<file path="config.mk">
export PLATFORM = sky130hd
export DESIGN_NAME = integer_to_ascii_formatter_top
export DESIGN_NICKNAME = d
export VERILOG_FILES = /design/src/rtl/ita_pkg.sv /design/src/rtl/ita_front.sv /design/src/rtl/ita_queue.sv /design/src/rtl/ita_back.sv /design/src/rtl/integer_to_ascii_formatter_top.sv
export VERILOG_INCLUDE_DIRS = /design/src /design/src/rtl
export SDC_FILE = /design/constraint.sdc
export NUM_CORES = 1
export LEC_CHECK = 0
export BUFFER_PORTS_ARGS = -buffer_cell sky130_fd_sc_hd__buf_2
export CAP_MARGIN = 40
export CORE_MARGIN = 2
export CORE_UTILIZATION = 56
export CTS_CLUSTER_SIZE = 30
export DETAILED_ROUTE_END_ITERATION = 10
export GPL_TIMING_DRIVEN = 0
export MAX_ROUTING_LAYER = met4
export PLACE_DENSITY = 0.81
export SYNTH_ARGS = -nofsm -noshare
export SYNTH_HDL_FRONTEND = slang
export SYNTH_SLANG_ARGS = --single-unit
export TNS_END_PERCENT = 5
</file>
<file path="constraint.sdc">
create_clock -name i_clk -period 3.7 [get_ports i_clk]
set_input_delay 0.37 -clock i_clk [delete_from_list [all_inputs] [get_ports i_clk]]
set_output_delay 0.37 -clock i_clk [all_outputs]
set_load 0.05 [all_outputs]
</file>
<file path="src/rtl/integer_to_ascii_formatter_top_defines.svh">
// Assertion macros used by the formatter's top-level file.
`ifndef INTEGER_TO_ASCII_FORMATTER_TOP_DEFINES_SVH
`define INTEGER_TO_ASCII_FORMATTER_TOP_DEFINES_SVH

// Same-cycle implication, checked outside reset
`define ITA_ASSERT_IMP(lbl, ante, cons, msg) \
    lbl: assert property (@(posedge i_clk) disable iff (!i_rst_n) (ante) |-> (cons)) \
        else $error(msg);

// Next-cycle implication, checked outside reset
`define ITA_ASSERT_NXT(lbl, ante, cons, msg) \
    lbl: assert property (@(posedge i_clk) disable iff (!i_rst_n) (ante) |=> (cons)) \
        else $error(msg);

`endif

</file>
<file path="src/rtl/ita_pkg.sv">
// Types, constants and helpers shared by the integer-to-ASCII formatter.
`timescale 1ns / 1ps

package ita_pkg;

    // Pad counts are carried at the width that covers the largest MAX_PAD (63)
    localparam int PAD_W   = 6;
    localparam int VAL_W   = 32;
    localparam int DIGITS  = 10;
    localparam int HEX_DIG = VAL_W / 4;
    localparam int LEN_W   = 4;
    localparam int CONV_W  = 5;
    localparam int Q_DEPTH = 2;
    localparam int Q_PTR_W = 1;
    localparam int Q_CNT_W = 2;

    // ASCII codes
    localparam logic [7:0] CH_ZERO  = 8'h30;
    localparam logic [7:0] CH_LOW_A = 8'h61;
    localparam logic [7:0] CH_UP_A  = 8'h41;
    localparam logic [7:0] CH_MINUS = 8'h2d;
    localparam logic [7:0] CH_SPACE = 8'h20;

    // Classified request handed from front to back
    typedef struct packed {
        logic [VAL_W-1:0] mag;
        logic             hex;
        logic             up;
        logic             zf;
        logic             neg;
        logic             pg;
        logic [PAD_W-1:0] prec;
        logic             pad_on;
        logic [PAD_W-1:0] top;
    } t_desc;

    // Queue status seen by both sides
    typedef struct packed {
        logic full;
        logic empty;
    } t_q_stat;

    typedef enum logic [2:0] {
        S_IDLE,
        S_CONV,
        S_LEN,
        S_PAD,
        S_SIGN,
        S_DIG
    } t_state;

    // One digit value to its ASCII code
    function automatic logic [7:0] digit_char(input logic [3:0] d, input logic up);
        logic [7:0] base;
        base = up ? CH_UP_A : CH_LOW_A;
        if (d < 4'd10) begin
            return CH_ZERO + {4'b0, d};
        end else begin
            return base + {4'b0, d} - 8'd10;
        end
    endfunction

endpackage

</file>
<file path="src/rtl/ita_front.sv">
// Front end: accepts requests, saturates pads, takes the sign and magnitude.
`timescale 1ns / 1ps

module ita_front import ita_pkg::*; #(
    parameter int MAX_PAD = 31
) (
    input  logic             i_push,
    input  logic [VAL_W-1:0] i_value,
    input  logic             i_is_hex,
    input  logic             i_is_signed,
    input  logic             i_upper_case,
    input  logic             i_zero_fill,
    input  logic             i_width_given,
    input  logic [4:0]       i_field_width,
    input  logic             i_prec_given,
    input  logic [4:0]       i_digit_precision,
    input  t_q_stat          i_q_stat,
    output logic             o_push,
    output t_desc            o_desc
);

    localparam logic [PAD_W-1:0] PAD_LIM = PAD_W'(MAX_PAD);

    logic [PAD_W-1:0] w_wid;
    logic [PAD_W-1:0] w_prec;
    logic [PAD_W-1:0] w_wsat;
    logic [PAD_W-1:0] w_psat;
    logic             w_neg;

    // Saturate width and precision; a field not given counts as zero here
    assign w_wid  = PAD_W'(i_field_width);
    assign w_prec = PAD_W'(i_digit_precision);
    assign w_wsat = !i_width_given ? '0 : ((w_wid > PAD_LIM) ? PAD_LIM : w_wid);
    assign w_psat = !i_prec_given  ? '0 : ((w_prec > PAD_LIM) ? PAD_LIM : w_prec);

    // Minus only for signed decimal
    assign w_neg = !i_is_hex && i_is_signed && i_value[VAL_W-1];

    always_comb begin
        o_desc.mag    = w_neg ? (VAL_W'(0) - i_value) : i_value;
        o_desc.hex    = i_is_hex;
        o_desc.up     = i_upper_case;
        o_desc.zf     = i_zero_fill;
        o_desc.neg    = w_neg;
        o_desc.pg     = i_prec_given;
        o_desc.prec   = w_psat;
        o_desc.pad_on = i_width_given || i_prec_given;
        o_desc.top    = (w_psat > w_wsat) ? w_psat : w_wsat;
    end

    assign o_push = i_push && !i_q_stat.full;

endmodule

</file>
<file path="src/rtl/ita_queue.sv">
// Two-entry request queue between front and back.
`timescale 1ns / 1ps

module ita_queue import ita_pkg::*; (
    input  logic    i_clk,
    input  logic    i_rst_n,
    input  logic    i_push,
    input  t_desc   i_data,
    input  logic    i_pop,
    output t_desc   o_data,
    output t_q_stat o_stat
);

    t_desc              r_mem [Q_DEPTH];
    logic [Q_PTR_W-1:0] r_wr;
    logic [Q_PTR_W-1:0] r_rd;
    logic [Q_CNT_W-1:0] r_cnt;
    logic               w_push;
    logic               w_pop;

    assign o_stat.full  = (r_cnt == Q_CNT_W'(Q_DEPTH));
    assign o_stat.empty = (r_cnt == '0);
    assign w_push = i_push && !o_stat.full;
    assign w_pop  = i_pop && !o_stat.empty;

    // Storage
    always_ff @(posedge i_clk) begin
        if (w_push) begin
            r_mem[r_wr] <= i_data;
        end
    end

    assign o_data = r_mem[r_rd];

    // Pointers and fill count
    always_ff @(posedge i_clk) begin
        if (!i_rst_n) begin
            r_wr  <= '0;
            r_rd  <= '0;
            r_cnt <= '0;
        end else begin
            if (w_push) begin
                r_wr <= r_wr + 1'b1;
            end
            if (w_pop) begin
                r_rd <= r_rd + 1'b1;
            end
            case ({w_push, w_pop})
                2'b10:   r_cnt <= r_cnt + 1'b1;
                2'b01:   r_cnt <= r_cnt - 1'b1;
                default: r_cnt <= r_cnt;
            endcase
        end
    end

endmodule

</file>
<file path="src/rtl/ita_back.sv">
// Back end: digit conversion, padding layout and character output register.
`timescale 1ns / 1ps

module ita_back import ita_pkg::*; (
    input  logic       i_clk,
    input  logic       i_rst_n,
    input  t_q_stat    i_q_stat,
    input  t_desc      i_desc,
    output logic       o_q_pop,
    input  logic       i_pop,
    output logic       o_empty,
    output logic [7:0] o_out_char,
    output logic       o_last
);

    t_state             r_state, n_state;
    logic [VAL_W-1:0]   r_bin, n_bin;
    logic [3:0]         r_dig [DIGITS];
    logic [3:0]         n_dig [DIGITS];
    logic [CONV_W-1:0]  r_cnt, n_cnt;
    logic [LEN_W-1:0]   r_len, n_len;
    logic [PAD_W-1:0]   r_i, n_i;
    logic [LEN_W-1:0]   r_d, n_d;
    logic               r_neg, n_neg;
    logic               r_up, n_up;
    logic               r_zf, n_zf;
    logic               r_pg, n_pg;
    logic [PAD_W-1:0]   r_prec, n_prec;
    logic               r_pad_on, n_pad_on;
    logic [PAD_W-1:0]   r_top, n_top;
    logic               r_ov, n_ov;
    logic [7:0]         r_char, n_char;
    logic               r_last, n_last;

    logic [3:0]         w_adj [DIGITS];
    logic [LEN_W-1:0]   w_len;
    logic               w_emit_ok;
    logic [PAD_W:0]     w_len_p1;
    logic [PAD_W:0]     w_prec_p1;
    logic               w_in_prec;
    logic [7:0]         w_pad_char;

    assign w_emit_ok = !r_ov || i_pop;

    // Double-dabble adjust: digits of five or more get three added
    always_comb begin
        for (int k = 0; k < DIGITS; k++) begin
            w_adj[k] = (r_dig[k] >= 4'd5) ? (r_dig[k] + 4'd3) : r_dig[k];
        end
    end

    // Digit count from the highest nonzero digit, at least one
    always_comb begin
        w_len = LEN_W'(1);
        for (int k = 0; k < DIGITS; k++) begin
            if (r_dig[k] != 4'd0) begin
                w_len = LEN_W'(k + 1);
            end
        end
    end

    // Pad character at position r_i
    assign w_len_p1  = (PAD_W+1)'(r_len) + 1'b1;
    assign w_prec_p1 = (PAD_W+1)'(r_prec) + 1'b1;
    assign w_in_prec = r_pg && (r_i <= r_prec);

    always_comb begin
        if (w_in_prec || r_zf) begin
            w_pad_char = r_neg ? CH_MINUS : CH_ZERO;
        end else if (r_neg && ((!r_pg && ((PAD_W+1)'(r_i) <= w_len_p1)) ||
                               (r_pg && ((PAD_W+1)'(r_i) <= w_prec_p1)))) begin
            w_pad_char = CH_MINUS;
        end else begin
            w_pad_char = CH_SPACE;
        end
    end

    // Next state and outputs
    always_comb begin
        n_state  = r_state;
        n_bin    = r_bin;
        n_dig    = r_dig;
        n_cnt    = r_cnt;
        n_len    = r_len;
        n_i      = r_i;
        n_d      = r_d;
        n_neg    = r_neg;
        n_up     = r_up;
        n_zf     = r_zf;
        n_pg     = r_pg;
        n_prec   = r_prec;
        n_pad_on = r_pad_on;
        n_top    = r_top;
        n_ov     = i_pop ? 1'b0 : r_ov;
        n_char   = r_char;
        n_last   = r_last;
        o_q_pop  = 1'b0;

        unique case (r_state)
            S_IDLE: begin
                if (!i_q_stat.empty) begin
                    o_q_pop  = 1'b1;
                    n_neg    = i_desc.neg;
                    n_up     = i_desc.up;
                    n_zf     = i_desc.zf;
                    n_pg     = i_desc.pg;
                    n_prec   = i_desc.prec;
                    n_pad_on = i_desc.pad_on;
                    n_top    = i_desc.top;
                    n_bin    = i_desc.mag;
                    n_cnt    = '0;
                    if (i_desc.hex) begin
                        for (int k = 0; k < DIGITS; k++) begin
                            n_dig[k] = (k < HEX_DIG) ? i_desc.mag[4*(k % HEX_DIG) +: 4]
                                                     : 4'd0;
                        end
                        n_state = S_LEN;
                    end else begin
                        for (int k = 0; k < DIGITS; k++) begin
                            n_dig[k] = 4'd0;
                        end
                        n_state = S_CONV;
                    end
                end
            end
            S_CONV: begin
                // One binary bit shifted into the BCD digits per cycle
                n_dig[0] = {w_adj[0][2:0], r_bin[VAL_W-1]};
                for (int k = 1; k < DIGITS; k++) begin
                    n_dig[k] = {w_adj[k][2:0], w_adj[k-1][3]};
                end
                n_bin = {r_bin[VAL_W-2:0], 1'b0};
                n_cnt = r_cnt + 1'b1;
                if (r_cnt == CONV_W'(VAL_W - 1)) begin
                    n_state = S_LEN;
                end
            end
            S_LEN: begin
                n_len = w_len;
                n_d   = w_len - 1'b1;
                n_i   = r_top;
                if (r_pad_on && (r_top > PAD_W'(w_len))) begin
                    n_state = S_PAD;
                end else if (r_neg) begin
                    n_state = S_SIGN;
                end else begin
                    n_state = S_DIG;
                end
            end
            S_PAD: begin
                if (w_emit_ok) begin
                    n_ov   = 1'b1;
                    n_char = w_pad_char;
                    n_last = 1'b0;
                    n_neg  = r_neg && (w_pad_char != CH_MINUS);
                    n_i    = r_i - 1'b1;
                    if ((PAD_W+1)'(r_i) == w_len_p1) begin
                        n_state = n_neg ? S_SIGN : S_DIG;
                    end
                end
            end
            S_SIGN: begin
                if (w_emit_ok) begin
                    n_ov    = 1'b1;
                    n_char  = CH_MINUS;
                    n_last  = 1'b0;
                    n_neg   = 1'b0;
                    n_state = S_DIG;
                end
            end
            S_DIG: begin
                if (w_emit_ok) begin
                    n_ov   = 1'b1;
                    n_char = digit_char(r_dig[r_d], r_up);
                    n_last = (r_d == '0);
                    n_d    = r_d - 1'b1;
                    if (r_d == '0) begin
                        n_state = S_IDLE;
                    end
                end
            end
            default: begin
                n_state = S_IDLE;
            end
        endcase
    end

    // Control registers
    always_ff @(posedge i_clk) begin
        if (!i_rst_n) begin
            r_state <= S_IDLE;
            r_ov    <= 1'b0;
        end else begin
            r_state <= n_state;
            r_ov    <= n_ov;
        end
    end

    // Working and output data registers
    always_ff @(posedge i_clk) begin
        r_bin    <= n_bin;
        r_dig    <= n_dig;
        r_cnt    <= n_cnt;
        r_len    <= n_len;
        r_i      <= n_i;
        r_d      <= n_d;
        r_neg    <= n_neg;
        r_up     <= n_up;
        r_zf     <= n_zf;
        r_pg     <= n_pg;
        r_prec   <= n_prec;
        r_pad_on <= n_pad_on;
        r_top    <= n_top;
        r_char   <= n_char;
        r_last   <= n_last;
    end

    assign o_empty    = !r_ov;
    assign o_out_char = r_char;
    assign o_last     = r_last;

endmodule

</file>
<file path="src/rtl/integer_to_ascii_formatter_top.sv">
// Flow: a request accepted on push is visible to the back end in the next cycle; hex
// goes straight to the length step, decimal first runs the double-dabble conversion.
// Output: one char per cycle while pop takes each char, and the 2-entry request
// queue accepts new requests while the back end works.
// Reset: synchronous, active low; empties queue and output, back end returns to idle.
`timescale 1ns / 1ps
`include "integer_to_ascii_formatter_top_defines.svh"

module integer_to_ascii_formatter_top import ita_pkg::*; #(
    parameter int MAX_PAD = 31
) (
    input  logic             i_clk,
    input  logic             i_rst_n,
    input  logic             push,
    output logic             full,
    input  logic [VAL_W-1:0] i_value,
    input  logic             i_is_hex,
    input  logic             i_is_signed,
    input  logic             i_upper_case,
    input  logic             i_zero_fill,
    input  logic             i_width_given,
    input  logic [4:0]       i_field_width,
    input  logic             i_prec_given,
    input  logic [4:0]       i_digit_precision,
    output logic             empty,
    input  logic             pop,
    output logic [7:0]       o_out_char,
    output logic             o_last
);

    t_q_stat w_q_stat;
    t_desc   w_front_desc;
    t_desc   w_back_desc;
    logic    w_q_push;
    logic    w_q_pop;

    // Request classification
    ita_front #(
        .MAX_PAD (MAX_PAD)
    ) u_front (
        .i_push            (push),
        .i_value           (i_value),
        .i_is_hex          (i_is_hex),
        .i_is_signed       (i_is_signed),
        .i_upper_case      (i_upper_case),
        .i_zero_fill       (i_zero_fill),
        .i_width_given     (i_width_given),
        .i_field_width     (i_field_width),
        .i_prec_given      (i_prec_given),
        .i_digit_precision (i_digit_precision),
        .i_q_stat          (w_q_stat),
        .o_push            (w_q_push),
        .o_desc            (w_front_desc)
    );

    // Decoupling queue
    ita_queue u_queue (
        .i_clk   (i_clk),
        .i_rst_n (i_rst_n),
        .i_push  (w_q_push),
        .i_data  (w_front_desc),
        .i_pop   (w_q_pop),
        .o_data  (w_back_desc),
        .o_stat  (w_q_stat)
    );

    // Conversion and character output
    ita_back u_back (
        .i_clk      (i_clk),
        .i_rst_n    (i_rst_n),
        .i_q_stat   (w_q_stat),
        .i_desc     (w_back_desc),
        .o_q_pop    (w_q_pop),
        .i_pop      (pop),
        .o_empty    (empty),
        .o_out_char (o_out_char),
        .o_last     (o_last)
    );

    assign full = w_q_stat.full;

    // An accepted request is visible to the back end on the next cycle
    `ITA_ASSERT_NXT(a_push_lands, push && !full, !w_q_stat.empty, "accepted request lost")

    // The final char of a request is always a digit
    `ITA_ASSERT_IMP(a_last_is_digit, !empty && o_last,
        ((o_out_char >= CH_ZERO) && (o_out_char <= CH_ZERO + 8'd9)) ||
        ((o_out_char >= CH_LOW_A) && (o_out_char <= CH_LOW_A + 8'd5)) ||
        ((o_out_char >= CH_UP_A) && (o_out_char <= CH_UP_A + 8'd5)),
        "last char is not a digit")

    // Inside a request, popping a char never leaves a gap before the next one
    `ITA_ASSERT_NXT(a_no_gap, pop && !empty && !o_last, !empty, "gap inside request text")

endmodule

</file>
==> results.md <==
* Status: finished, final reports clean
* Number of global-route vias before repair at 7,782
* Internal at 6.67 mW
* Gr usage total at 0.235
* Max Slew Vio Count at 0
* CTS sink count at 219
* Number of synthesized flops with an enable pin at 210
* CP top delay family: simple AND/OR/NAND/NOR gates
* Leak Pwr at 4.78 nW
* Fmax at 0.284 GHz
* Number of I/O pins at 63
* WP data required at 4.14 ns
* Num CTS Buffers at 23
* Gpl congestion at 0.899
* CTS tree: done
* Pre-antenna DRT Iters at 5
* Min cycle time layout at 3.52 ns
* Remaining Overflow, GRT at 0
* Buf+Inv Stages, Crit Path at 2
* Initial core utilization at 0.568
* Die area at 21,500 sq um
* Synth warn at 0
* Routed vias at 7,839
* R2R depth at 13
* Residual DRC at 0
* Setup ws final at 0.178 ns
* Most used DFF post-synth: edfxtp_1
* Clock share of power at 0.207
* Ys async rst share at 0
* Sequential-to-total area share from yosys stat at 0.568
* RR Endpoint: u_back.r_state[1]$_SDFFE_PN0P_
* Seq cells post-synth at 219
* Crit path arrival time at 3.96 ns
* Worst slew pin tran at 0.787 ns
* Antenna Nets Post-Route at 0
* Worst r2r src: u_back.r_dig[4]$_SDFFCE_PN0P_
* First-pass GRT wire length at 39,400 microns
* Core area at 20,100 sq um
* Sequential cell area at 6490 sq um
* Dpl ws at -0.117 ns
* Crit-path max FO at 5
* Post-DP HPWL at 17,200 microns
* Max-Cap Viols at 0
* Cts hold-fix bufs at 0
* Bufs on Longest Clock Path at 3
* Fill count at 1,478
* Cells after synthesis at 956
* Avg Vias per Cell at 5.88
* Drt wl/cell at 18.2 microns
* Avg Cell Area, Syn at 11.9 sq um
* Initial antenna violation count at 0
* Share of cells above drive strength 1 at 0.146
* P per Cell Area at 817 nW/um^2
* Htree depth at 1
* Unique masters post-synth at 67
* CP endpoint kind: register
* # port buffers at 61
* Hold Crit Class: primary input to register
* CTS clk-pin slew, worst paths at 0.07 ns
* Root Buffer: clkbuf_16
* Pwr Total at 10.5 mW
* Final hold violation count at 0
* Total Routed Length at 24,300 microns
* Max incr delay on CP at 0.55 ns
* Switching share of total power at 0.366
* P_sw at 3.85 mW
* Ant. Diodes at 0
* Slowest-stage cell, CP: or3b_2
* Pin count of the biggest net entering global routing at 40
* # setup viols final at 0
* Synthesized area at 11,400 sq um
* Core Util, Final at 0.641
* FP Rows at 52
* Combinational share of power at 0.368
* Min-delay src: i_zero_fill
* Area of the multi-input gates at 4600 sq um
* Worst slew margin at 0.473
* Hold depth at 1
* Area Overhead vs Synth at 12.9%
* Clk_skew at 0.0109 ns
* R2r setup slk at 0.18 ns
* Synth Net Count at 1,063
* Hold Crit Endpoint: u_queue.r_mem[1][15]$_DFFE_PP_
* Max IR drop VDD at 0.451 mV
* Nets at 1,153
* Final hold slack at 0.0512 ns
* RSZ-0062 raised after global routing: false
* Critical path class: register to register
* Cell chain of the critical path: inv_1 -> ha_1 -> or3b_2 -> nor3_4 -> o31a_1 -> inv_1 -> ha_1 -> nand2_1 -> nor3_1 -> a22oi_1 -> a221o_1 -> or2_2 -> a31oi_1
* CP startpoint kind: register
* Crit share post-route at 0.952
* Sequential share of power at 0.425
* Worst skew pair latency at 0.51 ns
* Die Y at 147 microns
* Die Wd at 147 microns
* Drt initial violations at 790
metal layers:
metal | up-vias | track usage | wire length, microns
li1 | 3720 | - | -
met1 | 3800 | 0.312 | 10400
met2 | 287 | 0.387 | 12000
met3 | 32 | 0.0314 | 1470
met4 | 0 | 0.0621 | 406
met5 | - | - | 0
power by group through the flow:
stage,clock [mW],combinational [mW],sequential (mW)
finish,2.18,3.87,4.48
global route,2.29,4.29,4.59
CTS,2.19,3.84,4.46
detailed placement,0,3.77,4.50
global placement,0,3.52,4.52
floorplan,0,2.79,4.40
layout make-up:
type,instances,area share
clock inverters,13,0.00787
well taps,270,0.0262
multi-input cells,644,0.357
plain buffers,33,0.0102
repair buffers,65,0.0305
clock buffers,29,0.0472
flip-flops and latches,219,0.503
inverters,60,0.0175
cells in the mapped netlist (3+ instances only):
cell type  instances  share of area
a22oi_1            4         0.0026
nor3b_1           11         0.0072
dfxtp_1            9          0.016
nand2_1           50          0.016
mux2i_1           37          0.032
inv_1             60          0.020
buf_2              3         0.0013
o22ai_1           23          0.013
nor2_1            93          0.031
or3b_2             5         0.0038
edfxtp_1         210           0.55
a31oi_1            7         0.0038
o21a_1             5         0.0033
clkbuf_1          20         0.0066
a211oi_1           5         0.0033
o21ai_0           37          0.016
buf_1              9         0.0030
nor4_1             3         0.0016
nand2b_1          16         0.0088
or2_2              4         0.0022
nor2b_1            6         0.0033
o31ai_1            3         0.0020
a21o_1             4         0.0026
xor2_1            32          0.025
nand3_1           11         0.0048
mux4_2             8          0.016
o32ai_1            7         0.0054
nor3_1            13         0.0057
ha_1              55          0.060
and2_1             5         0.0027
nand3b_1           4         0.0026
a21oi_1           93          0.041
and3_1             7         0.0038
xnor2_1           36          0.028
or3_1              3         0.0016
mux2_2            20          0.020
placed cells by master, fill, tap and decap left out, types with 23 or more instances in the layout:
cell / n
xor2_1: 32
buf_2: 64
clkbuf_16: 23
a21oi_1: 93
edfxtp_1: 210
nand2_1: 49
ha_1: 55
xnor2_1: 36
clkbuf_1: 25
mux2i_1: 37
inv_1: 60
o21ai_0: 37
nor2_1: 92
o22ai_1: 23
flip-flops by register name (all words and copies together) (netlist names), 2 cells and up, named ones only:
signal,count
u_back.r_cnt,5
u_queue.r_cnt,2
u_back.r_dig,40
u_back.r_bin,32
u_back.r_top,5
u_queue.r_mem,96
u_back.o_out_char,7
u_back.r_i,6
u_back.r_d,4
u_back.r_prec,5
u_back.r_len,4
u_back.r_state,3
cell families (layout without fill, tap and decap cells):
logic type | after synthesis | after routing | share of synthesized area
xor+xnor | 68 | 68 | 0.0522
compound gates | 210 | 210 | 0.110
flops | 219 | 219 | 0.568
other cells | 1 | 1 | 0.000329
simple gates | 245 | 245 | 0.110
fa+ha+maj | 55 | 55 | 0.0603
mux | 65 | 65 | 0.0680
buf+inv | 93 | 200 | 0.0312
worst max path at each step:
stage               depth (start not counted)                        endpoint                      startpoint  slack [ns]
floorplan                                   6   u_back.r_bin[0]$_SDFFCE_PP0P_  u_back.r_state[2]$_SDFFE_PN0P_        0.17
global placement                            6      u_back.r_bin[17]$_DFFE_PP_  u_back.r_state[2]$_SDFFE_PN0P_       -1.39
detailed placement                         13  u_back.r_state[1]$_SDFFE_PN0P_   u_back.r_dig[4]$_SDFFCE_PN0P_       -0.12
CTS                                        13  u_back.r_state[1]$_SDFFE_PN0P_   u_back.r_dig[4]$_SDFFCE_PN0P_        0.12
global route                               13  u_back.r_state[1]$_SDFFE_PN0P_   u_back.r_dig[5]$_SDFFCE_PN0P_        0.04
finish                                     13  u_back.r_state[1]$_SDFFE_PN0P_   u_back.r_dig[4]$_SDFFCE_PN0P_        0.18
stage by stage:
stage	setup TNS [ns]	cells	cell area, sq um
floorplan	0	956	11400
global placement	-125.44	1287	12100
detailed placement	-0.216	1291	12200
CTS	0	1333	12900
global route	0	1333	12900
finish	0	1333	12900
what timing repair did:
action                     in CTS  in global routing
setup endpoints to repair       2                  2
buffers inserted                0                  0
resized for setup               1                  1
worst register-to-register path, cell delays in order (launching register included):
cell	delay [ns]
edfxtp_1	0.42
inv_1	0.13
ha_1	0.22
or3b_2	0.55
nor3_4	0.32
o31a_1	0.32
inv_1	0.08
ha_1	0.28
nand2_1	0.06
nor3_1	0.17
a22oi_1	0.10
a221o_1	0.38
or2_2	0.29
a31oi_1	0.15
No activity file was read; power rests on OpenSTA's default activity.
